[src/rtl/core/gsac_pkg.sv]
`timescale 1ns / 1ps
`default_nettype none
package gsac_pkg;

	// sizes fixed by the item formats
	localparam int EXP_TABLE_DEPTH_DEF = 256;
	localparam int QUEUE_DEPTH = 2;
	localparam int DELTA_W = 23;
	localparam int COV_W = 32;
	localparam int CH_W = 16;
	localparam int EPS_W = 24;
	localparam int FLOOR_W = 16;
	localparam int TRANS_W = 17;
	localparam int QUO_W = 21;
	localparam int S_DATA_W = 232;
	localparam int M_DATA_W = 48;
	localparam int CFG_IDX_W = 1;
	localparam int CFG_DATA_W = 24;

	// register indexes
	localparam logic [CFG_IDX_W-1:0] REG_DET_EPS = 1'b0;
	localparam logic [CFG_IDX_W-1:0] REG_T_FLOOR = 1'b1;

	// one splat as it travels through the queue
	typedef struct packed {
		logic signed [DELTA_W-1:0] dx;
		logic signed [DELTA_W-1:0] dy;
		logic signed [COV_W-1:0]   cov_xx;
		logic signed [COV_W-1:0]   cov_xy;
		logic signed [COV_W-1:0]   cov_yy;
		logic [CH_W-1:0]           opacity;
		logic [CH_W-1:0]           red;
		logic [CH_W-1:0]           green;
		logic [CH_W-1:0]           blue;
		logic                      last;
	} splat_t;

	localparam int SPLAT_W = $bits(splat_t);

	// bitwise long division, elaboration only
	function automatic longint unsigned cdiv(longint unsigned n, longint unsigned d);
		longint unsigned q;
		longint unsigned r;
		int b;
		q = 0;
		r = 0;
		for (b = 63; b >= 0; b--) begin
			r = {r[62:0], n[b]};
			if (r >= d) begin
				r = r - d;
				q[b] = 1'b1;
			end
		end
		return q;
	endfunction

	// exp(-16*i/depth) in Q.16: series for exp(-i/(2 depth)) then five squarings
	function automatic longint unsigned exp_entry(int unsigned i, int unsigned depth);
		longint unsigned y;
		longint unsigned term;
		longint unsigned s;
		longint sum;
		int k;
		y = cdiv(longint'(i) << 29, longint'(depth));
		term = 64'd1 << 30;
		sum = longint'(term);
		for (k = 1; k <= 16; k++) begin
			term = cdiv((term * y) >> 30, longint'(k));
			if ((k & 1) != 0) sum = sum - longint'(term);
			else sum = sum + longint'(term);
		end
		s = (sum < 0) ? 64'd0 : longint'(sum);
		for (k = 0; k < 5; k++) s = (s * s) >> 30;
		return (s * 64'd65536 + (64'd1 << 29)) >> 30;
	endfunction

endpackage
`default_nettype wire

[src/rtl/core/gsac_front.sv]
`timescale 1ns / 1ps
`default_nettype none
module gsac_front import gsac_pkg::*; (
	input  wire logic                s_axis_tvalid,
	output logic                     s_axis_tready,
	input  wire logic [S_DATA_W-1:0] s_axis_tdata,
	input  wire logic                s_axis_tlast,
	input  wire logic                q_full,
	output logic                     q_push,
	output splat_t                   q_data
);
	logic [11:0] pixel_x, pixel_y;
	logic signed [20:0] center_x, center_y;
	logic signed [DELTA_W-1:0] dx, dy;

	// unpack the stream word
	assign pixel_x = s_axis_tdata[11:0];
	assign pixel_y = s_axis_tdata[23:12];
	assign center_x = $signed(s_axis_tdata[44:24]);
	assign center_y = $signed(s_axis_tdata[65:45]);

	// offsets from splat centre to pixel, Q.8
	assign dx = $signed({1'b0, pixel_x, 8'b0}) - center_x;
	assign dy = $signed({1'b0, pixel_y, 8'b0}) - center_y;

	always_comb begin
		q_data.dx = dx;
		q_data.dy = dy;
		q_data.cov_xx = $signed(s_axis_tdata[97:66]);
		q_data.cov_xy = $signed(s_axis_tdata[129:98]);
		q_data.cov_yy = $signed(s_axis_tdata[161:130]);
		q_data.opacity = s_axis_tdata[177:162];
		q_data.red = s_axis_tdata[193:178];
		q_data.green = s_axis_tdata[209:194];
		q_data.blue = s_axis_tdata[225:210];
		q_data.last = s_axis_tlast;
	end

	assign s_axis_tready = !q_full;
	assign q_push = s_axis_tvalid && !q_full;

endmodule
`default_nettype wire

[config.mk]
export PLATFORM = sky130hd
export DESIGN_NAME = gsac_front
export DESIGN_NICKNAME = d
export VERILOG_FILES = /design/src/rtl/core/gsac_pkg.sv /design/src/rtl/core/gsac_front.sv
export SDC_FILE = /design/constraint.sdc
export NUM_CORES = 1
export LEC_CHECK = 0
export BUFFER_PORTS_ARGS = -buffer_cell sky130_fd_sc_hd__buf_4
export CAP_MARGIN = 40
export CORE_AREA = 2 2 173 175
export DETAILED_ROUTE_END_ITERATION = 12
export DIE_AREA = 0 0 175 177
export PLACE_DENSITY = 0.36
export REMOVE_ABC_BUFFERS = 1
export SLEW_MARGIN = 10
export SYNTH_ARGS = -nofsm -noshare
export SYNTH_HDL_FRONTEND = slang
export SYNTH_SLANG_ARGS = --single-unit
[constraint.sdc]
create_clock -name vclk -period 5.2
set_input_delay 0.52 -clock vclk [all_inputs]
set_output_delay 0.52 -clock vclk [all_outputs]
set_load 0.05 [all_outputs]
# [Word-level counts from Yosys, hierarchy flattened]
# Index checks and enable logic that the tools add are counted.
# Widths: inputs -> output; s select.
[op_classes] reduce_logical=2 n_addsub=2
[op_table] op="$sub 21x21->22" n=2
[op_table] op="$logic_and 1x1->1" n=1
[op_table] op="$logic_not 1->1" n=1
[word_totals] regBits=0 inputBits=235

# [Depth between registers and ports, before layout]
[depth] word_depth=2 ltp_mapped=9 depth_no_buf=7

# [Least setup slack after synthesis]
# No wires, ideal clock.
[synth_path] path_type="input-to-output" startpoint="in s_axis_tdata[32]" endpoint="out q_data[204] (netlist bit)" arrival_time_ns=3.005 stages=7 slack_ns=1.675 required_time_ns=4.680 cell_sequence="inv_1 > ha_1 > nor4b_2 > a2111o_1 > a221oi_2 > nor3b_1 > a211oi_1"
[synth_rtl] element="start: declaration" line_no="gsac_front.sv:6" rtl="input wire logic [S_DATA_W-1:0] s_axis_tdata,"
[synth_rtl] element="end: declaration" line_no="gsac_front.sv:10" rtl="output splat_t q_data"

==> results_dict.tcl <==
set metrics [dict create \
    final_design_area_excluding_fillers_um2 3090 \
    initial_antenna_violation_count 7 \
    timing.final.crit_period_ns 3.23 \
    fmax_ghz 0.310 \
    timing.setup.tns_ns 0 \
    required_ns 4.68 \
    synthTopCellsByArea "buf_4 (42%), ha_1 (11%), xnor2_1 (6.5%), xor2_1 (4.4%), inv_1 (3.9%)" \
    critical_path_peak_fanout 5 \
    status "complete, no violations" \
    grt_setup_unrepaired "no" \
    drt_pre_antenna_iters 4 \
    synth_area_leader_cell "buf_4" \
    drv_slew 0 \
    mean_post_synth_cell_area_um2 7.23 \
    die_area_um2 31000 \
    routed_via_density 3.60 \
    worst_pin_slew_ns 0.753 \
    largest_net_degree_at_the_start_of_global_routing 11 \
    hold_path.class "input pin to primary output" \
    area.sequential_um2 0 \
    routed-via-count 2704 \
    critical_path.startpoint_type "input pin" \
    power.density_cell_area_nw_per_um2 177 \
    holdCritStartpoint "s_axis_tdata[146]" \
    synth-warning-count 0 \
    drt_first_iter_violations 153 \
    placed_cell_area_um2 3090 \
    maximum_resistive_drop_on_vdd_uv 91.1 \
    finalHoldViolations 0 \
    routed_wl_um 41700 \
    post-cts-setup-buffers 0 \
    flops_and_latches 0 \
    yosysUniqueCellTypes 52 \
    avgRoutedWirePerCell_um 55.5 \
    whs_endpoint "q_data[81]" \
    grt_overflow 0 \
    grt_usage 0.259 \
    floorplan.initialDensity 0.102 \
    placement.io_buffers 116 \
    cts_resized 0 \
    critPathArrivalTime_ns 2.71 \
    place_congestion 0.991 \
    slew_headroom 0.491 \
    cell_depth_of_the_worst_min_delay_path 0 \
    leakagePower_uw 0.00139 \
    post-route-drc-count 0 \
    ioPinCount 444 \
    first_global_vias 2471 \
    worst-setup-path-type "input pin to primary output" \
    areaGrowthSynthToFinish_pct 3.65 \
    placeableCoreArea_um2 29200 \
    final.clkbuf_count 0 \
    placement_rows 63 \
    synth-seq-area-share 0 \
    die-height_um 177 \
    period_share 0.620 \
    synth_largest_type_area_fraction 0.415 \
    layout-drive-gt1-share 0.357 \
    route.antenna.remaining_nets 0 \
    critPathCaptureType "primary output" \
    timing.max_cap.violations 0 \
    syn_inst 413 \
    setup_viol 0 \
    most-common-layout-cells "buf_4 (116), inv_1 (31), ha_1 (26), xnor2_1 (22), nor2_1 (20)" \
    mostFrequentLayoutCell "buf_4" \
    post-dp-hpwl_um 40600 \
    die-width_um 175 \
    mappedNetlistArea_um2 2980 \
    design.final.nets 622 \
    cts_hold_buf 0 \
    wire_length_of_the_first_global_routing_pass_um 46700 \
]
[through the flow]
stage                     hold WS [ns]  power (µW)  worst slack (ns)  utilization  instances
final                             1.04         549              1.97        0.106        752
after global routing              1.04         579              1.88        0.106        749
after CTS                         1.04         551              1.97        0.106        749
after detailed placement          1.04         549              1.98        0.106        749
after global placement            1.04         551              1.97        0.106        749
after floorplan                   1.04         357              1.67            -        243
[synthesized netlist by cell type, types with 2 or more instances]
| library cell | number |
|---|---|
| or4_1 | 3 |
| nand2_1 | 14 |
| nor4_1 | 3 |
| a211o_1 | 3 |
| clkbuf_1 | 4 |
| nand2b_1 | 4 |
| a211oi_1 | 4 |
| nor3_1 | 8 |
| a31oi_1 | 5 |
| xnor2_1 | 22 |
| a41oi_1 | 2 |
| ha_1 | 26 |
| and2_1 | 2 |
| a21o_1 | 12 |
| xor2_1 | 15 |
| nor2_1 | 20 |
| nand3_1 | 8 |
| inv_1 | 31 |
| a21oi_1 | 15 |
| or3_1 | 2 |
| o21ai_0 | 11 |
| o211ai_1 | 3 |
| nor2b_1 | 2 |
| o21a_1 | 2 |
| buf_4 | 165 |
[how the worst max path moves through the flow]
| stage | startpoint | endpoint | slack [ns] | cells past startpoint |
|---|---|---|---|---|
| final | s_axis_tdata[45] | q_data[177] | 1.97 | 9 |
| after global routing | s_axis_tdata[45] | q_data[177] | 1.88 | 9 |
| after CTS | s_axis_tdata[45] | q_data[177] | 1.97 | 9 |
| after detailed placement | s_axis_tdata[45] | q_data[177] | 1.98 | 9 |
| after global placement | s_axis_tdata[45] | q_data[177] | 1.97 | 9 |
| after floorplan | s_axis_tdata[32] | q_data[204] | 1.67 | 7 |
[logic make-up after synthesis]
group / after synthesis / share of synthesized area
xor gates and xnor gates: 37 / 0.109
AOI/OAI and AO/OA: 73 / 0.183
buffers and inverters: 201 / 0.460
and+or+nand+nor: 75 / 0.135
muxes: 1 / 0.00335
adders and majority gates: 26 / 0.109
[power by group]
group / switching [µW] / internal, µW / total [µW]
Sequential: 0 / 0 / 0
Combinational: 364 / 184 / 549
Clock: 0 / 0.0000774 / 0.0000774
[worst max-delay path, stage by stage]
cell       delay (ns)
buf_4            0.13
inv_1            0.05
ha_1             0.19
or4b_1           0.58
nor4_4           0.30
o311ai_4         0.16
mux2i_1          0.17
a2111oi_2        0.34
buf_4            0.26
[layer usage]
layer / up-vias / global-route usage / wire length (µm)
met3: 30 / 0.412 / 13900
li1: 1132 / - / -
met5: - / 0.0497 / 276
met4: 12 / 0.0434 / 1030
met1: 1064 / 0.114 / 6580
met2: 466 / 0.450 / 19900
[cell type report]
type	instances	area, µm²
well taps	390	488
diodes	3	7.51
repair buffers	116	871
fillers	3457	26200
multi-input cells	212	1610
inverters	31	116
Power figures use the tool's default switching activity.
