### config.mk
export PLATFORM = sky130hd
export DESIGN_NAME = gsac_fifo
export DESIGN_NICKNAME = d
export VERILOG_FILES = /design/src/rtl/core/gsac_pkg.sv /design/src/rtl/core/gsac_fifo.sv
export SDC_FILE = /design/constraint.sdc
export NUM_CORES = 1
export LEC_CHECK = 0
export BUFFER_PORTS_ARGS = -buffer_cell sky130_fd_sc_hd__buf_2
export CELL_PAD_IN_SITES_DETAIL_PLACEMENT = 2
export CELL_PAD_IN_SITES_GLOBAL_PLACEMENT = 2
export CORE_MARGIN = 4
export CORE_UTILIZATION = 42
export DETAILED_ROUTE_END_ITERATION = 12
export PLACE_DENSITY_LB_ADDON = 0.1
export RECOVER_POWER = 100
export SETUP_SLACK_MARGIN = 0.15
export SYNTH_ARGS = -nofsm -noshare
export SYNTH_HDL_FRONTEND = slang
export SYNTH_SLANG_ARGS = --single-unit
### constraint.sdc
create_clock -name clk -period 30.6 [get_ports clk]
set_input_delay 6.12 -clock clk [delete_from_list [all_inputs] [get_ports clk]]
set_output_delay 6.12 -clock clk [all_outputs]
set_load 0.01 [all_outputs]
### src/rtl/core/gsac_pkg.sv
`timescale 1ns / 1ps
`default_nettype none
package gsac_pkg;

	// sizes fixed by the item formats
	localparam int EXP_TABLE_DEPTH_DEF = 256;
	localparam int QUEUE_DEPTH = 2;
	localparam int DELTA_W = 23;
	localparam int COV_W = 32;
	localparam int CH_W = 16;
	localparam int EPS_W = 24;
	localparam int FLOOR_W = 16;
	localparam int TRANS_W = 17;
	localparam int QUO_W = 21;
	localparam int S_DATA_W = 232;
	localparam int M_DATA_W = 48;
	localparam int CFG_IDX_W = 1;
	localparam int CFG_DATA_W = 24;

	// register indexes
	localparam logic [CFG_IDX_W-1:0] REG_DET_EPS = 1'b0;
	localparam logic [CFG_IDX_W-1:0] REG_T_FLOOR = 1'b1;

	// one splat as it travels through the queue
	typedef struct packed {
		logic signed [DELTA_W-1:0] dx;
		logic signed [DELTA_W-1:0] dy;
		logic signed [COV_W-1:0]   cov_xx;
		logic signed [COV_W-1:0]   cov_xy;
		logic signed [COV_W-1:0]   cov_yy;
		logic [CH_W-1:0]           opacity;
		logic [CH_W-1:0]           red;
		logic [CH_W-1:0]           green;
		logic [CH_W-1:0]           blue;
		logic                      last;
	} splat_t;

	localparam int SPLAT_W = $bits(splat_t);

	// bitwise long division, elaboration only
	function automatic longint unsigned cdiv(longint unsigned n, longint unsigned d);
		longint unsigned q;
		longint unsigned r;
		int b;
		q = 0;
		r = 0;
		for (b = 63; b >= 0; b--) begin
			r = {r[62:0], n[b]};
			if (r >= d) begin
				r = r - d;
				q[b] = 1'b1;
			end
		end
		return q;
	endfunction

	// exp(-16*i/depth) in Q.16: series for exp(-i/(2 depth)) then five squarings
	function automatic longint unsigned exp_entry(int unsigned i, int unsigned depth);
		longint unsigned y;
		longint unsigned term;
		longint unsigned s;
		longint sum;
		int k;
		y = cdiv(longint'(i) << 29, longint'(depth));
		term = 64'd1 << 30;
		sum = longint'(term);
		for (k = 1; k <= 16; k++) begin
			term = cdiv((term * y) >> 30, longint'(k));
			if ((k & 1) != 0) sum = sum - longint'(term);
			else sum = sum + longint'(term);
		end
		s = (sum < 0) ? 64'd0 : longint'(sum);
		for (k = 0; k < 5; k++) s = (s * s) >> 30;
		return (s * 64'd65536 + (64'd1 << 29)) >> 30;
	endfunction

endpackage
`default_nettype wire

### src/rtl/core/gsac_fifo.sv
`timescale 1ns / 1ps
`default_nettype none
module gsac_fifo import gsac_pkg::*; #(
	parameter int WIDTH = SPLAT_W,
	parameter int DEPTH = QUEUE_DEPTH
) (
	input  wire logic             clk,
	input  wire logic             arst_n,
	input  wire logic             push,
	input  wire logic [WIDTH-1:0] push_data,
	output logic                  full,
	input  wire logic             pop,
	output logic [WIDTH-1:0]      pop_data,
	output logic                  empty
);
	localparam int PW = (DEPTH > 1) ? $clog2(DEPTH) : 1;
	localparam int CW = $clog2(DEPTH + 1);
	localparam logic [PW-1:0] LAST_PTR = PW'(DEPTH - 1);
	localparam logic [CW-1:0] FULL_CNT = CW'(DEPTH);

	logic [WIDTH-1:0] mem_q [DEPTH];
	logic [PW-1:0] wr_ptr_q, rd_ptr_q;
	logic [CW-1:0] count_q;
	logic do_push, do_pop;

	assign full = (count_q == FULL_CNT);
	assign empty = (count_q == '0);
	assign do_push = push && !full;
	assign do_pop = pop && !empty;
	assign pop_data = mem_q[rd_ptr_q];

	// storage
	always_ff @(posedge clk) begin
		if (do_push) mem_q[wr_ptr_q] <= push_data;
	end

	// pointers and fill count
	always_ff @(posedge clk or negedge arst_n) begin
		if (!arst_n) begin
			wr_ptr_q <= '0;
			rd_ptr_q <= '0;
			count_q <= '0;
		end else begin
			if (do_push) wr_ptr_q <= (wr_ptr_q == LAST_PTR) ? '0 : PW'(wr_ptr_q + 1'b1);
			if (do_pop) rd_ptr_q <= (rd_ptr_q == LAST_PTR) ? '0 : PW'(rd_ptr_q + 1'b1);
			if (do_push && !do_pop) count_q <= CW'(count_q + 1'b1);
			else if (do_pop && !do_push) count_q <= CW'(count_q - 1'b1);
		end
	end

	a_count_bound: assert property (@(posedge clk) disable iff (!arst_n)
		count_q <= FULL_CNT) else $error("queue count past depth");

endmodule
`default_nettype wire

---- Yosys cells after proc, flatten, opt, wreduce, memory -nomap -nowiden ----
Memory sizes are Yosys's and may differ from the RTL's.
Index checks and enable logic that the tools add are counted.
word-level totals
  logic and storage cells ................. 25
  register bits after elaboration ......... 4
  RAM bits ................................ 414
  bits of input ports ..................... 211
  memories ................................ 1
  output and inout bits ................... 209
memories
  memory  depth  width  rd ports  clocked after memory_dff  write ports  RTL line         text
  mem_q   2      207    1         0                         1            gsac_fifo.sv:21  logic [WIDTH-1:0] mem_q [DEPTH];
cells by class
  multiplexer cells ....................... 6
  reduce and logical (&&, ||, !) cells .... 10
  add/subtract/negate cells ............... 4
  equal/unequal tests ..................... 1
operators by type and width
  kind                                               count
  logical AND 1 bit                                  4
  zero test 1 bit                                    4
  two-way mux 1 bit                                  4
  two-way mux 2 bit                                  2
  adder 1 bit (second input constant)                2
  adder 2 x 1 -> 2 bit (second input constant)       1
  equality test 2 bit (second input constant)        1
  zero test 2 bit                                    1
  nonzero test 2 bit                                 1
  subtractor 2 x 1 -> 2 bit (second input constant)  1

---- Longest topological paths before layout ----
  word-level depth ........................ 7
  gate-level depth with buffers ........... 7
  depth with buffers taken out ............ 7

---- Worst setup path before layout ----
OpenSTA, ideal clock, no wires.
  path type ............................... input to register
  from .................................... input port push
  to ...................................... memory mem_q[0][0] (netlist name), enable pin
  arrival time ............................ 14790 ps
  library setup time ...................... 777 ps
  data required time ...................... 29823 ps
  slack ................................... 15033 ps
  stages .................................. 2
  path buffers ............................ 0
  cells stage by stage .................... nand2_1 nor2_1
on the way
  longest elaborated chain between the ends .. 3
ends and longest elaborated chain
  item                                     RTL line         text
  start: declaration                       gsac_fifo.sv:9   input wire logic push,
  logical AND 1 bit                        gsac_fifo.sv:28  assign do_push = push && !full;
  two-way mux 1 bit                        gsac_fifo.sv:34  if (do_push) mem_q[wr_ptr_q] <= push_data;
  two-way mux 1 bit (implied by the code)  gsac_fifo.sv:34
  end: declaration                         gsac_fifo.sv:21
Every way passes these cells.

---- Worst setup path in the final report ----
  from .................................... input port push
  to ...................................... memory mem_q[1][114] (netlist name), enable pin
Same word-level chain as after synthesis.

==> impl_metrics.yaml <==
timing:
  slew_viol_final: 634
  min_period_over_period_pct: 49.2
  tightest_slew_ns: 10.18
  period_minus_slack_ns: 15.06
  fmax_mhz: 66.4
  slew_headroom_pct: -579
  hold_viol_final: 0
  tns_ns: 0
  skew_ns: 0.00912
  rsz0062_at_grt: "no"
  layout_setup_ws_ns: 15.54
  finalSetupViolations: 0
pwr:
  p_leak_uw: 0.00644
  netSwitchingFraction_pct: 30.3
  cellPowerDensity_nw_per_um2: 101
  power.share.clock_pct: 26.6
  irDropWorstVdd_mv: 0.107
  sequentialPowerShare_pct: 46.1
  pwr-share-comb_pct: 27.3
  p_switching_uw: 576
  intPower_uw: 1320
global_route:
  antenna_found_initial: 21
  grt_util_all_layers_pct: 20.9
  grt_pass1_vias: 9242
  grt_overflow_total: 0
  grt_pass1_wl_um: 62100
  grt_max_degree: 172
setup_path:
  crit_fanout: 171
  startpoint_type: "primary input"
  crit_path_end_kind: "flop"
  reg2regPathDepth: 3
  ff2ff_setup_slack_ns: 20.57
  r2r_end: "mem_q[1][114]$_DFFE_PP_"
  r2r_start: "count_q[0]$_DFFE_PN0P_"
  path_class: "in2reg"
  worstPathRequired_ns: 30.44
  arrival_ns: 14.91
synthesis:
  ys_types: 15
  yosys.area.top_type: "edfxtp_1"
  avgSynthCellArea_um2: 23.5
  seq_area_frac_synth_pct: 80.6
  synth_cells: 663
  synth_area_um2: 15500
  synth.area.top_cells: "edfxtp_1 80%, mux2_4 9.8%, mux2_2 7.7%"
  yosys_warnings: 0
  syn_nets: 875
  yosysTopAreaCellShare_pct: 80.0
  ys_ff_latch: 418
placed_design:
  gp_congestion: 0.764
  placedInstanceArea_um2: 18100
  pre_cts_ws_ns: 21.31
  port_buffers: 419
  hpwl_um: 30100
floorplanning:
  pin_count: 420
  dieArea_um2: 40200
  die-height_um: 200
  start_util_pct: 42.6
  die_x_um: 200
  num_rows: 70
  coreArea_um2: 36500
route:
  wirelength_um: 43600
  drc: 0
  vias: 8142
  first_iter_violations: 427
  drt_first_pass_iters: 6
  post_drt_wl_per_cell_um: 26.8
  postRouteAntennaNets: 0
  vias_per_cell: 5.01
cts:
  cts.path.max_buffers: 3
  cts_buffers: 44
  postCtsSetupRepairBufs: 0
  hold_buffers: 0
  cts_num_sinks: 418
  path_clk_slew_ns: 0.06
  cts_resized: 0
  cts_tree: "yes"
  h-tree-depth: 2
  clock-root-buffer: "clkbuf_16"
  clock_latency_ns: 0.55
status:
  violations: "max-capacitance violations, max-slew violations"
  status: "complete, but fails checks"
cells_and_area:
  fin_area_um2: 18800
  final_cell_mix: "414 x edfxtp_1, 261 x clkbuf_1, 182 x buf_2, 119 x mux2_1, 85 x mux2_2"
  fin_nets: 1323
  final_common_cell: "edfxtp_1"
  final_layout_size_suffix_gt1_share_pct: 28.5
  syn2layout_area_growth_pct: 20.6
worst_hold_path:
  whs_path_depth: 1
  hold_start: "wr_ptr_q$_DFFE_PN0P_"
  hold_class: "reg2reg"
  hold_path_end: "wr_ptr_q$_DFFE_PN0P_"
flow_run:
  drv_cap: 8
==> critical path, stage by stage <==
cell and delay (ns):
clkbuf_1 0.09, and3_1 1.40, clkbuf_1 7.15
==> flip-flops by register name, summed over array words and instances, names as in the netlist <==
| register | flops |
|---|---|
| mem_q | 414 |
| rd_ptr_q | 1 |
| count_q | 2 |
| wr_ptr_q | 1 |
==> worst max-delay path by stage <==
| stage | from | to | slack (ns) | depth (start not counted) |
|---|---|---|---|---|
| 3_3_place_gp | rd_ptr_q$_DFFE_PN0P_ | pop_data[138] | 21.30 | 4 |
| 4_1_cts | rd_ptr_q$_DFFE_PN0P_ | pop_data[171] | 20.71 | 4 |
| 3_5_place_dp | rd_ptr_q$_DFFE_PN0P_ | pop_data[171] | 21.31 | 4 |
| 5_1_grt | push | mem_q[1][108]$_DFFE_PP_ | 14.63 | 3 |
| 6_report | push | mem_q[1][114]$_DFFE_PP_ | 15.54 | 3 |
| 2_1_floorplan | push | mem_q[0][0]$_DFFE_PP_ | 15.03 | 2 |
==> synthesized netlist by cell type (all sizes together) <==
library cell,count
and3,1
buf,23
dfrtp,4
edfxtp,414
ha,1
inv,2
mux2,207
nand2,1
nand2b,1
nor2,3
o21ai,1
xnor2,3
xor2,2
==> area by class of cell <==
type	count	area [µm²]
Multi-Input combinational cell	220	2430
Antenna cell	13	32.5
Clock inverter	15	118
Inverter	2	7.51
Fill cell	3466	17800
Clock buffer	65	1220
Timing Repair Buffer	425	1820
Tap cell	468	586
Sequential cell	418	12500
==> cell families (layout without fill, tap and decap cells) <==
family                   Yosys count  in the layout  share of synthesized area (%)
XOR/XNOR                           5              5                          0.282
other                              0             13                              0
adder cells (fa/ha/maj)            1              1                         0.0805
AND/OR/NAND/NOR                    6              6                          0.177
AO/OA/AOI/OAI                      1              1                         0.0322
multiplexers                     207            207                           17.4
flip-flops                       418            418                           80.6
buffers and inverters             25            507                           1.39
==> power groups by stage <==
stage	Combinational (µW)	Clock, µW	Sequential (µW)
4_1_cts	607	520	840
6_report	518	505	877
2_1_floorplan	394	0	854
3_5_place_dp	603	0	849
3_3_place_gp	593	0	837
5_1_grt	559	547	893
==> layer usage <==
metal | GRT usage [%] | share of wire [%] | vias up
met5 | 0 | 0.22 | -
met3 | 7.50 | 7.9 | 92
met2 | 36.7 | 52 | 338
met4 | 8.60 | 3.6 | 16
li1 | - | - | 3559
met1 | 23.2 | 36 | 4137
==> metrics by stage <==
stage | power, µW | hold WS, ns | cells | utilization [%]
4_1_cts | 1970 | 0.526 | 1613 | 53.2
3_3_place_gp | 1430 | 0.512 | 1533 | 49.6
5_1_grt | 2000 | 0.528 | 1622 | 51.3
2_1_floorplan | 1250 | 0.461 | 663 | -
6_report | 1900 | 0.497 | 1626 | 51.3
3_5_place_dp | 1450 | 0.517 | 1533 | 49.6
(Power assumes the default switching activity.)
